File: src/sv/ssk_pkg.sv
// Shared definitions for the sorted unique key set: request codes,
// result status codes, fixed port field widths and the cell command type.
// No dependencies.
package ssk_pkg;

   localparam int CAPACITY_DEF  = 64;
   localparam int KEY_WIDTH_DEF = 32;

   // Field widths fixed at the ports.
   localparam int KEY_PORT_W = 32;
   localparam int REQ_TYPE_W = 3;
   localparam int STATUS_W   = 2;

   typedef enum logic [REQ_TYPE_W-1:0] {
      OP_INSERT     = 3'd0,
      OP_POP_LAST   = 3'd1,
      OP_REMOVE_AT  = 3'd2,
      OP_REMOVE_VAL = 3'd3,
      OP_GET        = 3'd4,
      OP_FIND       = 3'd5
   } ssk_op_type;

   typedef enum logic [STATUS_W-1:0] {
      ST_OK      = 2'd0,
      ST_IGNORED = 2'd1,
      ST_ERROR   = 2'd2
   } ssk_status_type;

   // Update command broadcast to every cell when a request commits.
   typedef struct packed {
      logic do_insert;
      logic do_remove;
   } ssk_cmd_type;

endpackage

File: src/sv/ssk_cell.sv
// One storage cell of the sorted key set: holds one key, compares it
// against the request key and shifts with its neighbors on update.
// Depends on ssk_pkg.
module ssk_cell import ssk_pkg::*; #(
   parameter int CAPACITY  = CAPACITY_DEF,
   parameter int KEY_WIDTH = KEY_WIDTH_DEF,
   parameter int INDEX     = 0,
   localparam int SLOT_W   = $clog2(CAPACITY),
   localparam int COUNT_W  = $clog2(CAPACITY + 1)
) (
   input  logic                        clock,
   input  logic                        capture,
   input  logic signed [KEY_WIDTH-1:0] req_key,
   input  logic [SLOT_W-1:0]           req_slot,
   input  logic                        by_index,
   input  logic [COUNT_W-1:0]          count,
   input  ssk_cmd_type                 cmd,
   input  logic signed [KEY_WIDTH-1:0] prev_key,
   input  logic                        prev_ins,
   input  logic signed [KEY_WIDTH-1:0] next_key,
   output logic signed [KEY_WIDTH-1:0] key_out,
   output logic                        ins_out,
   output logic                        eq_out,
   output logic [KEY_WIDTH-1:0]        rd_out
);

   logic signed [KEY_WIDTH-1:0] key_ff, key_in;
   logic                        ins_ff, eq_ff, del_ff, hit_ff;
   logic                        valid;

   assign valid = COUNT_W'(INDEX) < count;

   // Flags are taken when a request is accepted and held while it is evaluated.
   always_ff @(posedge clock) begin
      if (capture) begin
         ins_ff <= !valid || (req_key < key_ff);
         eq_ff  <= valid && (req_key == key_ff);
         del_ff <= by_index ? (SLOT_W'(INDEX) >= req_slot)
                            : (valid && (key_ff >= req_key));
         hit_ff <= SLOT_W'(INDEX) == req_slot;
      end
   end

   always_comb begin
      key_in = key_ff;
      if (cmd.do_insert && ins_ff) begin
         key_in = prev_ins ? prev_key : req_key;
      end else if (cmd.do_remove && del_ff) begin
         key_in = next_key;
      end
   end

   always_ff @(posedge clock) begin
      key_ff <= key_in;
   end

   assign key_out = key_ff;
   assign ins_out = ins_ff;
   assign eq_out  = eq_ff;
   assign rd_out  = key_ff & {KEY_WIDTH{hit_ff}};

endmodule

File: config.mk
export PLATFORM = sky130hd
export DESIGN_NAME = ssk_cell
export DESIGN_NICKNAME = d
export VERILOG_FILES = /design/src/sv/ssk_pkg.sv /design/src/sv/ssk_cell.sv
export SDC_FILE = /design/constraint.sdc
export NUM_CORES = 1
export LEC_CHECK = 0
export BUFFER_PORTS_ARGS = -buffer_cell sky130_fd_sc_hd__clkbuf_2
export CAP_MARGIN = 20
export CORE_AREA = 8 8 109 111
export CTS_BUF_LIST = sky130_fd_sc_hd__clkbuf_16
export CTS_CLUSTER_SIZE = 25
export DETAILED_ROUTE_END_ITERATION = 6
export DIE_AREA = 0 0 117 119
export PLACE_DENSITY = 0.69
export SLEW_MARGIN = 10
export SYNTH_ARGS = -nofsm -noshare
export SYNTH_HDL_FRONTEND = slang
export SYNTH_SLANG_ARGS = --single-unit
File: constraint.sdc
create_clock -name clock -period 3 [get_ports clock]
set_input_delay 0.15 -clock clock [delete_from_list [all_inputs] [get_ports clock]]
set_output_delay 0.15 -clock clock [all_outputs]
set_load 0.1 [all_outputs]
==> impl_metrics.env <==
export IMPL_p_leak_uw=0.002094
export IMPL_wl_per_cell_um=15.62
export IMPL_grt_setup_unrepaired="false"
export IMPL_ys_ff_latch=36
export IMPL_yosysUniqueCellTypes=31
export IMPL_cts_setup_buffers=0
export IMPL_syn_area_um2=2894
export IMPL_syn_num_nets=459
export IMPL_die_h_um=119
export IMPL_finalCritPeriodShare_pct=80.77
export IMPL_slew_headroom_pct=34.99
export IMPL_fmax_mhz=412.7
export IMPL_finalPower_uw=2481
export IMPL_cts_hold_buf=0
export IMPL_synth_edff_count=36
export IMPL_ios=181
export IMPL_clock_sinks=36
export IMPL_grt_pass1_wl_um=15060
export IMPL_dpl_cell_area_um2=3940
export IMPL_drc=0
export IMPL_numPortBuffers=180
export IMPL_core_um2=10090
export IMPL_htree_levels=2
export IMPL_seq_area_frac_synth_pct=37.35
export IMPL_run_status="finished clean"
export IMPL_diodes=0
export IMPL_synth_ff_type="edfxtp_1"
export IMPL_fin_util_pct=40.47
export IMPL_critPathMaxFanout=5
export IMPL_vias=2874
export IMPL_synthArstFlopShare_pct=0
export IMPL_antenna_found_initial=0
export IMPL_die_area_um2=13920
export IMPL_cap_violations=0
export IMPL_routed_wl_um=9780
export IMPL_post_route_cells_drive_above_1_share_pct=40.61
export IMPL_hpwlAfterDp_um=8215
export IMPL_ir_drop_mv=0.2104
export IMPL_period_needed_ns=2.423
export IMPL_fin_setup_tns_ns=0
export IMPL_place_ws_ns=0.5897
export IMPL_power_density_nw_per_um2=607.5
export IMPL_synth_cells=312
export IMPL_maxSlewViolCount=0
export IMPL_first_pass_iters=4
export IMPL_grt_max_degree=41
export IMPL_drt_iter0_drc=52
export IMPL_clk_latency_ns=0.28
export IMPL_antenna_left=0
export IMPL_cts_buffers=5
export IMPL_final_cell_mix="clkbuf_2 (180), a21oi_1 (46), nor2_1 (39)"
export IMPL_power_frac_comb_pct=51.0
export IMPL_cts_tree="built"
export IMPL_clk_path_buf_depth=2
export IMPL_via_per_inst=4.591
export IMPL_holdCritPathClass="input port to register"
export IMPL_final_common_cell="clkbuf_2"
export IMPL_crit_type="register to register"
export IMPL_skew_ns=0.007823
export IMPL_switchingPower_uw=1264
export IMPL_worst_slew_pin_slew_ns=0.9752
export IMPL_internal_power_uw=1217
export IMPL_area_growth_pct=41.12
export IMPL_grt_total_usage_pct=13.47
export IMPL_layout_setup_ws_ns=0.5770
export IMPL_cts_resized=0
export IMPL_fin_nets=636
export IMPL_design_area_um2=4084
export IMPL_root_buffer="clkbuf_16"
export IMPL_cp_start_kind="register"
export IMPL_finalSetupViolCount=0
export IMPL_power_share_clock_pct=20.9
export IMPL_yosys_warnings=0
export IMPL_p_seq_share_pct=28.1
export IMPL_worstPathArrival_ns=2.43
export IMPL_p_sw_share_pct=50.93
export IMPL_die_width_um=117
export IMPL_clk_pin_slew_ns=0.06
export IMPL_required_ns=3.01
export IMPL_gp_congestion=0.8131
export IMPL_worstSetupEndpointType="register"
export IMPL_start_util_pct=28.68
export IMPL_syn_avg_cell_area_um2=9.276
export IMPL_grt_ovfl_total=0
export IMPL_hold_viol_final=0
export IMPL_row_count=37
export IMPL_grt_pass1_vias=3142
[through the flow]
| step | hold WS (ns) | cells |
|---|---|---|
| detailed placement | 0.4344 | 618 |
| floorplan | 0.2625 | 312 |
| CTS | 0.1503 | 626 |
| global placement | 0.4221 | 618 |
| global route | 0.1569 | 626 |
| finish | 0.1497 | 626 |
[worst max-delay path, cell delays in order, from the launching register on]
cell and delay (ns):
edfxtp_1 0.42, ha_1 0.37, nand4_1 0.22, nor4_2 0.60, a31oi_1 0.22, a21oi_1 0.21
o211ai_1 0.10
[power by group through the flow]
stage	clock, uW	sequential, uW	combinational, uW
2_1_floorplan	0	1110	594
3_3_place_gp	0	702	1270
3_5_place_dp	0	708	1280
4_1_cts	532	698	1280
5_1_grt	548	707	1340
6_report	519	696	1270
[path summary, 6_finish.rpt]
path               start           to  slack (ns)  cells past startpoint
min reg2reg       del_ff  key_out[30]        0.84                      2
max reg2reg  key_out[31]      ins_out        0.58                      6
max          key_out[31]      ins_out        0.58                      6
min              capture       eq_out        0.15                      1
[Yosys cell counts, drive strengths merged, types with 3 or more instances]
cell / number / area (um^2)
a21oi: 48 / 247.7
nor4: 4 / 31.28
nor2: 39 / 146.4
nand2: 7 / 26.28
o211ai: 3 / 22.52
buf: 6 / 26.27
and2: 33 / 206.5
o21ai: 3 / 15.01
ha: 32 / 400.4
nand4: 8 / 50.05
clkbuf: 8 / 30.03
edfxtp: 36 / 1081
inv: 33 / 123.9
nand3: 4 / 20.02
mux2i: 32 / 320.3
[state kept, by name, summed over array words and instances, names as in the netlist]
name and count:
del_ff 1, key_out 32, hit_ff 1, ins_out 1, eq_out 1
[metal layers]
layer | routed length (um) | global-route usage, % | share of wire (%) | up-vias
li1 | - | - | - | 1469
met1 | 3818 | 14.13 | 39 | 1294
met2 | 5152 | 26.05 | 53 | 104
met3 | 756 | 3.588 | 7.7 | 7
met4 | 52 | 2.242 | 0.53 | 0
met5 | 0 | 0 | 0 | -
[cell families after synthesis]
logic type / count (synthesis) / synth area share (%)
and+or+nand+nor: 102 / 18.46
DFF: 36 / 37.35
buffers and inverters: 47 / 6.226
muxes: 32 / 11.07
AOI/OAI and AO/OA: 63 / 13.06
adders and majority gates: 32 / 13.83
[layout make-up]
cell class / count / area, um^2
fill: 1056 / 6008
multi-input combinational: 229 / 1634
sequential: 36 / 1081
timing repair buffer: 184 / 930.9
tap: 136 / 170.2
clock buffer: 5 / 125.1
inverter: 33 / 123.9
clock inverter: 3 / 18.77
No activity file was read; power rests on OpenSTA's default activity.
